===== src/c8ie_pkg.sv =====
`timescale 1ns / 1ps
// ----------------------------------------------------------------------------
// c8ie_pkg: shared types and constants for the CHIP-8 instruction executor
// Opcode groups, ALU function codes, widths, stack depth and the result
// word layout.
// ----------------------------------------------------------------------------
package c8ie_pkg;

    localparam int PC_W        = 12;
    localparam int REG_W       = 8;
    localparam int IDX_W       = 4;
    localparam int INSTR_W     = 16;
    localparam int STACK_DEPTH = 16;
    localparam int SP_W        = $clog2(STACK_DEPTH);
    localparam int CFG_W       = 32;
    localparam int ADDR_W      = 3;

    localparam logic [PC_W-1:0]    START_ADDR_RST = 12'h200;
    localparam logic [INSTR_W-1:0] INS_CLS        = 16'h00E0;
    localparam logic [INSTR_W-1:0] INS_RET        = 16'h00EE;
    localparam logic [IDX_W-1:0]   IDX_VF         = 4'hF;

    // Register index of the configuration port
    localparam logic [0:0] CFG_START_ADDR = 1'b0;

    // Top nibble of the opcode
    typedef enum logic [3:0] {
        OP_SYS  = 4'h0,
        OP_JP   = 4'h1,
        OP_CALL = 4'h2,
        OP_SE   = 4'h3,
        OP_SNE  = 4'h4,
        OP_SER  = 4'h5,
        OP_LD   = 4'h6,
        OP_ADD  = 4'h7,
        OP_ALU  = 4'h8
    } op_t;

    // Low nibble of the 8xyN group
    typedef enum logic [3:0] {
        ALU_MOV  = 4'h0,
        ALU_OR   = 4'h1,
        ALU_AND  = 4'h2,
        ALU_XOR  = 4'h3,
        ALU_ADD  = 4'h4,
        ALU_SUB  = 4'h5,
        ALU_SHR  = 4'h6,
        ALU_SUBN = 4'h7
    } alu_t;

    // Result word, first member in the highest bits
    typedef struct packed {
        logic             unsupported;
        logic             display_clear;
        logic             flag_value;
        logic             flag_write_valid;
        logic [REG_W-1:0] reg_write_value;
        logic [IDX_W-1:0] reg_write_index;
        logic             reg_write_valid;
        logic [PC_W-1:0]  next_pc;
    } result_t;

    localparam int RES_W   = $bits(result_t);
    localparam int TDATA_W = ((RES_W + 7) / 8) * 8;

endpackage


===== src/chip8_instruction_execute.sv =====
`timescale 1ns / 1ps
// ----------------------------------------------------------------------------
// chip8_instruction_execute: CHIP-8 opcode executor
// Executes one 16-bit opcode per word against V0..VF, the program counter
// and a return stack, and reports one result word per opcode.
// ----------------------------------------------------------------------------
// The block takes one opcode per clock cycle and sustains that rate while the
// result side does not stall it; an opcode is registered into stage 1, its
// result word into the output register. The rate is set by the register file
// memory: V0..VE are read at the edge that takes an opcode, and the next stage
// computes and writes back, with a one-deep forward of the last write covering
// an opcode that reads what the one ahead of it writes. VF lives in a flip-flop.
// The return stack is a second memory with the same read-then-write scheme.
// After reset all registers read as zero at once (no clearing pass), the stack
// pointer is zero and the program counter is 0x200. The boot address register
// is stored and can be read back; reset restores it to 0x200 as well.
module chip8_instruction_execute (
    input  logic                           aclk,
    input  logic                           aresetn,
    // APB configuration port
    input  logic                           psel,
    input  logic                           penable,
    input  logic                           pwrite,
    input  logic [c8ie_pkg::ADDR_W-1:0]    paddr,
    input  logic [c8ie_pkg::CFG_W-1:0]     pwdata,
    output logic [c8ie_pkg::CFG_W-1:0]     prdata,
    output logic                           pready,
    // opcode stream; tdata: instruction[15:0]
    input  logic                           s_tvalid,
    output logic                           s_tready,
    input  logic [c8ie_pkg::INSTR_W-1:0]   s_tdata,
    // result stream; tdata: next_pc[11:0], reg_write_valid[12],
    // reg_write_index[16:13], reg_write_value[24:17], flag_write_valid[25],
    // flag_value[26], display_clear[27], unsupported[28], zero[31:29]
    output logic                           m_tvalid,
    input  logic                           m_tready,
    output logic [c8ie_pkg::TDATA_W-1:0]   m_tdata
);
    import c8ie_pkg::*;

    // configuration
    logic [PC_W-1:0]    start_addr_reg;
    logic               cfg_we;

    // stage 0 state (updated at accept)
    logic [SP_W-1:0]    sp_reg;
    logic [SP_W-1:0]    sp_inc;
    logic [SP_W-1:0]    sp_dec;
    logic               s_acc;
    logic [IDX_W-1:0]   in_x;
    logic [IDX_W-1:0]   in_y;
    logic               in_ret;
    logic               in_call;

    // memories
    logic [REG_W-1:0]   rf_mem [0:15];
    logic [PC_W-1:0]    stk_mem [0:STACK_DEPTH-1];
    logic [15:0]        rf_vld_reg;

    // stage 1 (execute)
    logic               st1_vld_reg;
    logic [INSTR_W-1:0] instr_reg;
    logic [REG_W-1:0]   vx_rd_reg;
    logic [REG_W-1:0]   vy_rd_reg;
    logic               vx_ok_reg;
    logic               vy_ok_reg;
    logic [PC_W-1:0]    stk_rd_reg;
    logic [SP_W-1:0]    stk_addr_reg;

    // forwarding of the last write into each memory
    logic               rf_fwd_vld_reg;
    logic [IDX_W-1:0]   rf_fwd_idx_reg;
    logic [REG_W-1:0]   rf_fwd_data_reg;
    logic               stk_fwd_vld_reg;
    logic [SP_W-1:0]    stk_fwd_addr_reg;
    logic [PC_W-1:0]    stk_fwd_data_reg;

    // architectural state held in flip-flops
    logic [PC_W-1:0]    pc_reg;
    logic [PC_W-1:0]    pc_next;
    logic [REG_W-1:0]   vf_reg;
    logic [REG_W-1:0]   vf_next;

    // output register
    logic               m_tvalid_reg;
    result_t            m_res_reg;

    // execute logic
    logic               adv;
    op_t                op;
    logic [IDX_W-1:0]   x;
    logic [IDX_W-1:0]   y;
    logic [REG_W-1:0]   kk;
    logic [PC_W-1:0]    nnn;
    logic [REG_W-1:0]   a;
    logic [REG_W-1:0]   b;
    logic [REG_W-1:0]   a2;
    logic [REG_W-1:0]   b2;
    logic [REG_W:0]     sum;
    logic [PC_W-1:0]    pc_inc;
    logic [PC_W-1:0]    pc_skip;
    logic [PC_W-1:0]    stk_val;
    logic [REG_W-1:0]   res;
    logic               rv;
    logic               fv;
    logic               fl;
    logic               clr;
    logic               uns;
    logic               stk_we;
    logic               rf_we;
    result_t            res_word;

    // ------------------------------------------------------------------
    // configuration port
    // ------------------------------------------------------------------
    assign pready = 1'b1;
    assign cfg_we = psel && penable && pwrite && pready && (paddr[2] == CFG_START_ADDR);

    always_comb begin
        prdata = '0;
        if (paddr[2] == CFG_START_ADDR) begin
            prdata = CFG_W'(start_addr_reg);
        end
    end

    always_ff @(posedge aclk) begin
        if (!aresetn) begin
            start_addr_reg <= START_ADDR_RST;
        end else if (cfg_we) begin
            start_addr_reg <= pwdata[PC_W-1:0];
        end
    end

    // ------------------------------------------------------------------
    // handshake
    // ------------------------------------------------------------------
    assign adv      = st1_vld_reg && (!m_tvalid_reg || m_tready);
    assign s_tready = !st1_vld_reg || adv;
    assign s_acc    = s_tvalid && s_tready;

    // ------------------------------------------------------------------
    // stage 0: decode stack moves, issue memory reads
    // ------------------------------------------------------------------
    assign in_x    = s_tdata[11:8];
    assign in_y    = s_tdata[7:4];
    assign in_ret  = (s_tdata == INS_RET);
    assign in_call = (op_t'(s_tdata[15:12]) == OP_CALL);

    assign sp_inc = (sp_reg == SP_W'(STACK_DEPTH - 1)) ? '0 : sp_reg + SP_W'(1);
    assign sp_dec = (sp_reg == '0) ? SP_W'(STACK_DEPTH - 1) : sp_reg - SP_W'(1);

    always_ff @(posedge aclk) begin
        if (!aresetn) begin
            sp_reg      <= '0;
            st1_vld_reg <= 1'b0;
        end else begin
            if (s_acc && in_ret) begin
                sp_reg <= sp_dec;
            end else if (s_acc && in_call) begin
                sp_reg <= sp_inc;
            end
            if (s_acc) begin
                st1_vld_reg <= 1'b1;
            end else if (adv) begin
                st1_vld_reg <= 1'b0;
            end
        end
    end

    // read ports: data registered at the accept edge
    always_ff @(posedge aclk) begin
        if (s_acc) begin
            instr_reg    <= s_tdata;
            vx_rd_reg    <= rf_mem[in_x];
            vy_rd_reg    <= rf_mem[in_y];
            vx_ok_reg    <= rf_vld_reg[in_x];
            vy_ok_reg    <= rf_vld_reg[in_y];
            stk_rd_reg   <= stk_mem[sp_dec];
            stk_addr_reg <= in_ret ? sp_dec : sp_reg;
        end
    end

    // write ports
    always_ff @(posedge aclk) begin
        if (rf_we) begin
            rf_mem[x] <= res;
        end
        if (adv && stk_we) begin
            stk_mem[stk_addr_reg] <= pc_inc;
        end
    end

    // ------------------------------------------------------------------
    // stage 1: operand select with forwarding, execute
    // ------------------------------------------------------------------
    assign op  = op_t'(instr_reg[15:12]);
    assign x   = instr_reg[11:8];
    assign y   = instr_reg[7:4];
    assign kk  = instr_reg[7:0];
    assign nnn = instr_reg[PC_W-1:0];

    always_comb begin
        if (x == IDX_VF) begin
            a = vf_reg;
        end else if (rf_fwd_vld_reg && rf_fwd_idx_reg == x) begin
            a = rf_fwd_data_reg;
        end else begin
            a = vx_ok_reg ? vx_rd_reg : '0;
        end
        if (y == IDX_VF) begin
            b = vf_reg;
        end else if (rf_fwd_vld_reg && rf_fwd_idx_reg == y) begin
            b = rf_fwd_data_reg;
        end else begin
            b = vy_ok_reg ? vy_rd_reg : '0;
        end
    end

    assign stk_val = (stk_fwd_vld_reg && stk_fwd_addr_reg == stk_addr_reg) ?
                     stk_fwd_data_reg : stk_rd_reg;
    assign sum     = {1'b0, a} + {1'b0, b};
    assign pc_inc  = pc_reg + PC_W'(2);
    assign pc_skip = pc_reg + PC_W'(4);

    always_comb begin
        pc_next = pc_inc;
        rv      = 1'b0;
        fv      = 1'b0;
        fl      = 1'b0;
        clr     = 1'b0;
        uns     = 1'b0;
        stk_we  = 1'b0;
        res     = '0;
        a2      = a;
        b2      = b;
        case (op)
            OP_SYS: begin
                if (instr_reg == INS_CLS) begin
                    clr = 1'b1;
                end else if (instr_reg == INS_RET) begin
                    pc_next = stk_val;
                end else begin
                    uns = 1'b1;
                end
            end
            OP_JP: begin
                pc_next = nnn;
            end
            OP_CALL: begin
                stk_we  = 1'b1;
                pc_next = nnn;
            end
            OP_SE: begin
                if (a == kk) pc_next = pc_skip;
            end
            OP_SNE: begin
                if (a != kk) pc_next = pc_skip;
            end
            OP_SER: begin
                if (instr_reg[3:0] != 4'h0) begin
                    uns = 1'b1;
                end else if (a == b) begin
                    pc_next = pc_skip;
                end
            end
            OP_LD: begin
                rv  = 1'b1;
                res = kk;
            end
            OP_ADD: begin
                rv  = 1'b1;
                res = a + kk;
            end
            OP_ALU: begin
                rv = 1'b1;
                case (alu_t'(instr_reg[3:0]))
                    ALU_MOV: res = b;
                    ALU_OR:  res = a | b;
                    ALU_AND: res = a & b;
                    ALU_XOR: res = a ^ b;
                    ALU_ADD: begin
                        fv  = 1'b1;
                        fl  = sum[REG_W];
                        res = sum[REG_W-1:0];
                    end
                    ALU_SUB: begin
                        // operands are read back after the flag lands in VF
                        fv  = 1'b1;
                        fl  = (a > b);
                        a2  = (x == IDX_VF) ? REG_W'(fl) : a;
                        b2  = (y == IDX_VF) ? REG_W'(fl) : b;
                        res = a2 - b2;
                    end
                    ALU_SHR: begin
                        fv  = 1'b1;
                        fl  = a[0];
                        a2  = (x == IDX_VF) ? REG_W'(fl) : a;
                        res = a2 >> 1;
                    end
                    ALU_SUBN: begin
                        fv  = 1'b1;
                        fl  = (b > a);
                        a2  = (x == IDX_VF) ? REG_W'(fl) : a;
                        b2  = (y == IDX_VF) ? REG_W'(fl) : b;
                        res = b2 - a2;
                    end
                    default: begin
                        rv  = 1'b0;
                        uns = 1'b1;
                    end
                endcase
            end
            default: begin
                uns = 1'b1;
            end
        endcase

        // flag first, then Vx overwrites it when x is VF
        vf_next = vf_reg;
        if (fv) vf_next = REG_W'(fl);
        if (rv && x == IDX_VF) vf_next = res;
    end

    assign rf_we = adv && rv && (x != IDX_VF);

    always_comb begin
        res_word.next_pc          = pc_next;
        res_word.reg_write_valid  = rv;
        res_word.reg_write_index  = rv ? x : '0;
        res_word.reg_write_value  = rv ? res : '0;
        res_word.flag_write_valid = fv;
        res_word.flag_value       = fl;
        res_word.display_clear    = clr;
        res_word.unsupported      = uns;
    end

    // ------------------------------------------------------------------
    // write back and output register
    // ------------------------------------------------------------------
    always_ff @(posedge aclk) begin
        if (!aresetn) begin
            pc_reg          <= START_ADDR_RST;
            vf_reg          <= '0;
            rf_vld_reg      <= '0;
            rf_fwd_vld_reg  <= 1'b0;
            stk_fwd_vld_reg <= 1'b0;
            m_tvalid_reg    <= 1'b0;
        end else begin
            if (adv) begin
                pc_reg       <= pc_next;
                vf_reg       <= vf_next;
                m_tvalid_reg <= 1'b1;
            end else if (m_tready) begin
                m_tvalid_reg <= 1'b0;
            end
            if (rf_we) begin
                rf_vld_reg[x]  <= 1'b1;
                rf_fwd_vld_reg <= 1'b1;
            end
            if (adv && stk_we) begin
                stk_fwd_vld_reg <= 1'b1;
            end
        end
    end

    always_ff @(posedge aclk) begin
        if (adv) begin
            m_res_reg <= res_word;
        end
        if (rf_we) begin
            rf_fwd_idx_reg  <= x;
            rf_fwd_data_reg <= res;
        end
        if (adv && stk_we) begin
            stk_fwd_addr_reg <= stk_addr_reg;
            stk_fwd_data_reg <= pc_inc;
        end
    end

    assign m_tvalid = m_tvalid_reg;
    assign m_tdata  = TDATA_W'(m_res_reg);

    // ------------------------------------------------------------------
    // assertions
    // ------------------------------------------------------------------
    a_vf_not_in_mem: assert property (@(posedge aclk) disable iff (!aresetn)
        rf_we |-> (x != IDX_VF))
        else $error("register file memory written at the VF slot");

    a_flag_has_reg: assert property (@(posedge aclk) disable iff (!aresetn)
        m_tvalid_reg |-> (!m_res_reg.flag_write_valid || m_res_reg.reg_write_valid))
        else $error("flag write reported without a register write");

    a_uns_no_write: assert property (@(posedge aclk) disable iff (!aresetn)
        m_tvalid_reg && m_res_reg.unsupported |->
            !m_res_reg.reg_write_valid && !m_res_reg.display_clear)
        else $error("unsupported opcode reported a state change");

    a_sp_only_on_accept: assert property (@(posedge aclk) disable iff (!aresetn)
        !s_acc |=> $stable(sp_reg))
        else $error("stack pointer moved without an accepted word");

    a_pc_only_on_adv: assert property (@(posedge aclk) disable iff (!aresetn)
        !adv |=> $stable(pc_reg))
        else $error("program counter moved without an executed word");

endmodule


===== config.mk =====
export PLATFORM = sky130hd
export DESIGN_NAME = chip8_instruction_execute
export DESIGN_NICKNAME = d
export VERILOG_FILES = /design/src/c8ie_pkg.sv /design/src/chip8_instruction_execute.sv
export SDC_FILE = /design/constraint.sdc
export NUM_CORES = 1
export LEC_CHECK = 0
export CORE_UTILIZATION = 30
export DETAILED_ROUTE_END_ITERATION = 10
export DONT_BUFFER_PORTS = 1
export PLACE_DENSITY_LB_ADDON = 0.15
export SLEW_MARGIN = 20
export SYNTH_ARGS = -nofsm -noshare
export SYNTH_HDL_FRONTEND = slang
export SYNTH_SLANG_ARGS = --single-unit

===== constraint.sdc =====
create_clock -name aclk -period 11.9 [get_ports aclk]
set_clock_uncertainty 0.05 [all_clocks]
set_input_delay 0.595 -clock aclk [delete_from_list [all_inputs] [get_ports aclk]]
set_output_delay 0.595 -clock aclk [all_outputs]
set_load 0.01 [all_outputs]

==> results_dict.tcl <==
set metrics [dict create \
    rsz0062_at_grt "no" \
    dieArea_sq_mm 0.0803 \
    synth_commonest_cells "edfxtp_1 (427), mux4_2 (152), nor2_1 (139), nand2_1 (111), a21oi_1 (97)" \
    synth_simple_gate_area_share_pct 9.23 \
    worstMarginPinSlew_ns 1.09 \
    grt_pass1_wl_um 99800 \
    cts_max_path_buffers 3 \
    drtPass1Iterations 6 \
    synth.distinct_cells 84 \
    ys_warn_count 0 \
    crit_type "reg2reg" \
    netlist_instances 1699 \
    initial_core_util_pct 30.5 \
    power_density_mw_per_mm2 148 \
    syn_area_sq_mm 0.0237 \
    synth_fa_ha_area_share_pct 2.97 \
    clk_pin_slew_ns 0.06 \
    seqPwrFrac_pct 47.5 \
    io_pins 125 \
    cp_slowest_cell "edfxtp_1" \
    numClockSinks 483 \
    drc 0 \
    core_sq_mm 0.0778 \
    drt_iter0_markers 1276 \
    period_needed_ns 6.97 \
    critPathLaunchType "flop" \
    root_buffer "clkbuf_16" \
    fp.dieH_um 283 \
    combPwrFrac_pct 6.8 \
    ir_drop_mv 0.112 \
    dpl.cell_count 2696 \
    gp_congestion 0.848 \
    areaGrowthSynthToFinish_pct 14.2 \
    grt_overflow 0 \
    synth_top_area_cell "edfxtp_1" \
    fin_crit_sh_pct 58.6 \
    grt_antenna_before_repair 4 \
    drive_above_1_share_pct 19.3 \
    wl_per_cell_um 24.1 \
    max_freq_mhz 143 \
    ys.flop_type "edfxtp_1" \
    crit_top_cell "a21oi_1" \
    syn_avg_cell_area_sq_um 14.0 \
    synth_edf_count 427 \
    p_sw_share_pct 22.8 \
    grt_use_met2_pct 25.3 \
    clk_latency_ns 0.63 \
    dr_total_vias 14800 \
    synth_compound_area_share_pct 8.44 \
    finalHoldViolations 0 \
    clockPowerShare_pct 45.7 \
    die_x_um 283 \
    worstPathArrival_ns 7.21 \
    portBuffers 0 \
    synth-xor-area-share_pct 1.59 \
    cp_max_fo 17 \
    busiest_layer "met2" \
    grt_max_degree 54 \
    leakage_nw 8.93 \
    viasPerCell 5.27 \
    cts_tree "yes" \
    seq_area_frac_synth_pct 58.7 \
    postCtsHoldBufs 8 \
    post_cts_resized 0 \
    yosys-top-cells-area "edfxtp_1 (54%), mux4_2 (14%), dfxtp_1 (4.7%)" \
    p_int_w 0.00309 \
    drv_slew 0 \
    regMostFlops "stk_mem" \
    instances_no_fill 2812 \
    setup_viol_count_final 0 \
    power_w 0.00401 \
    fin_tns_setup_ns 0 \
    grt_use_met3_pct 3.18 \
    detail-route-antenna-nets 0 \
    hold_class "in2reg" \
    ys_ff_latch 483 \
    synth_top_area_share_pct 54.0 \
    hpwlAfterDp_um 43700 \
    hold_slack_ns 0.0534 \
    synth_mux_area_share_pct 15.6 \
    ctsHtreeMaxLevel 2 \
    cap_violations 0 \
    wirelength_um 67600 \
    rows 102 \
    grt_pass1_vias 14900 \
    relSlewSlack_pct 27.4 \
    grtUsageTotal_pct 16.6 \
    critPathMaxStageDelay_ns 0.77 \
    worst_ep_required_time_ns 12.14 \
    async_flop_share_pct 0 \
    synth_most_common_cell "edfxtp_1" \
    post_cts_buffers 0 \
    largest_register_ffs 192 \
    numCtsBuffers 56 \
    synth_top_family_by_area "multiplexers" \
    nNetsFinal 1834 \
    status "finished, final reports clean" \
    power.switching_w 0.000913 \
    cp-end-kind "flop" \
    gr-usage-met1_pct 24.0 \
]
## critical path, delay by kind of cell, from the launching register on
| kind | cells | cell delay (ns) |
|---|---|---|
| fa+ha+maj | 3 | 0.89 |
| flops | 1 | 0.77 |
| compound gates | 12 | 2.84 |
| xor+xnor | 2 | 0.41 |
| simple gates | 5 | 1.27 |
| buf+inv | 3 | 0.39 |
## layout by cell type, fill, tap and decap left out, types with 11 or more instances in the layout
| master | instances |
|---|---|
| nor2b_1 | 23 |
| ha_1 | 50 |
| nor3_1 | 22 |
| buf_4 | 45 |
| o31ai_1 | 11 |
| or2_2 | 13 |
| o22ai_1 | 15 |
| and2_1 | 14 |
| clkbuf_16 | 56 |
| conb_1 | 32 |
| nand2_1 | 111 |
| a21o_1 | 15 |
| clkbuf_8 | 12 |
| xnor2_1 | 24 |
| mux4_2 | 152 |
| mux2i_1 | 19 |
| a211oi_1 | 11 |
| edfxtp_1 | 427 |
| o21ai_0 | 44 |
| dfxtp_1 | 56 |
| inv_1 | 59 |
| xor2_1 | 19 |
| a21oi_1 | 97 |
| o211ai_1 | 13 |
| nor2_1 | 132 |
| nand3_1 | 53 |
## layer usage
layer	wire [um]	up-vias
met5	12	-
met4	1740	2
met3	3920	106
met2	30200	486
met1	31800	7607
li1	-	6629
## final cells by class
type,count,area (sq um)
antenna,2,5.00
clock buffer,76,1600
clock inverter,30,393
fill,7587,50700
inverter,63,236
multi-input combinational,1065,9220
sequential,483,13900
tap,1040,1300
timing repair buffer,53,418
## power by group through the flow
stage	logic, W	registers [W]	clock network, W
floorplan	0.000216	0.00192	0
global placement	0.000265	0.00194	0
detailed placement	0.000268	0.00194	0
CTS	0.000272	0.00190	0.00188
global route	0.000297	0.00190	0.00195
finish	0.000272	0.00190	0.00183
## logic make-up after synthesis
| logic type | Yosys count |
|---|---|
| other | 2 |
| xor gates and xnor gates | 43 |
| and+or+nand+nor | 453 |
| DFF | 483 |
| muxes | 179 |
| buffers and inverters | 181 |
| adders and majority gates | 54 |
| AOI/OAI and AO/OA | 304 |
## worst paths after layout
check / to / start / slack, ns / depth (start not counted)
setup / recovery: rf_fwd_data_reg[6] / instr_reg[9] / 4.93 / 25
hold / removal: rf_vld_reg[13] / aresetn / 0.05 / 1
setup reg to reg: rf_fwd_data_reg[6] / instr_reg[9] / 4.93 / 25
hold reg to reg: start_addr_reg[10] / start_addr_reg[10] / 0.41 / 2
## per-stage QoR
step	util (%)	setup slack, ns	instance area, sq um
2_1_floorplan	-	6.42	23900
3_3_place_gp	32.2	5.04	25000
3_5_place_dp	32.2	4.89	25000
4_1_cts	34.8	4.89	27100
5_1_grt	34.8	4.48	27100
6_report	34.8	4.93	27100
(Power assumes the default switching activity.)
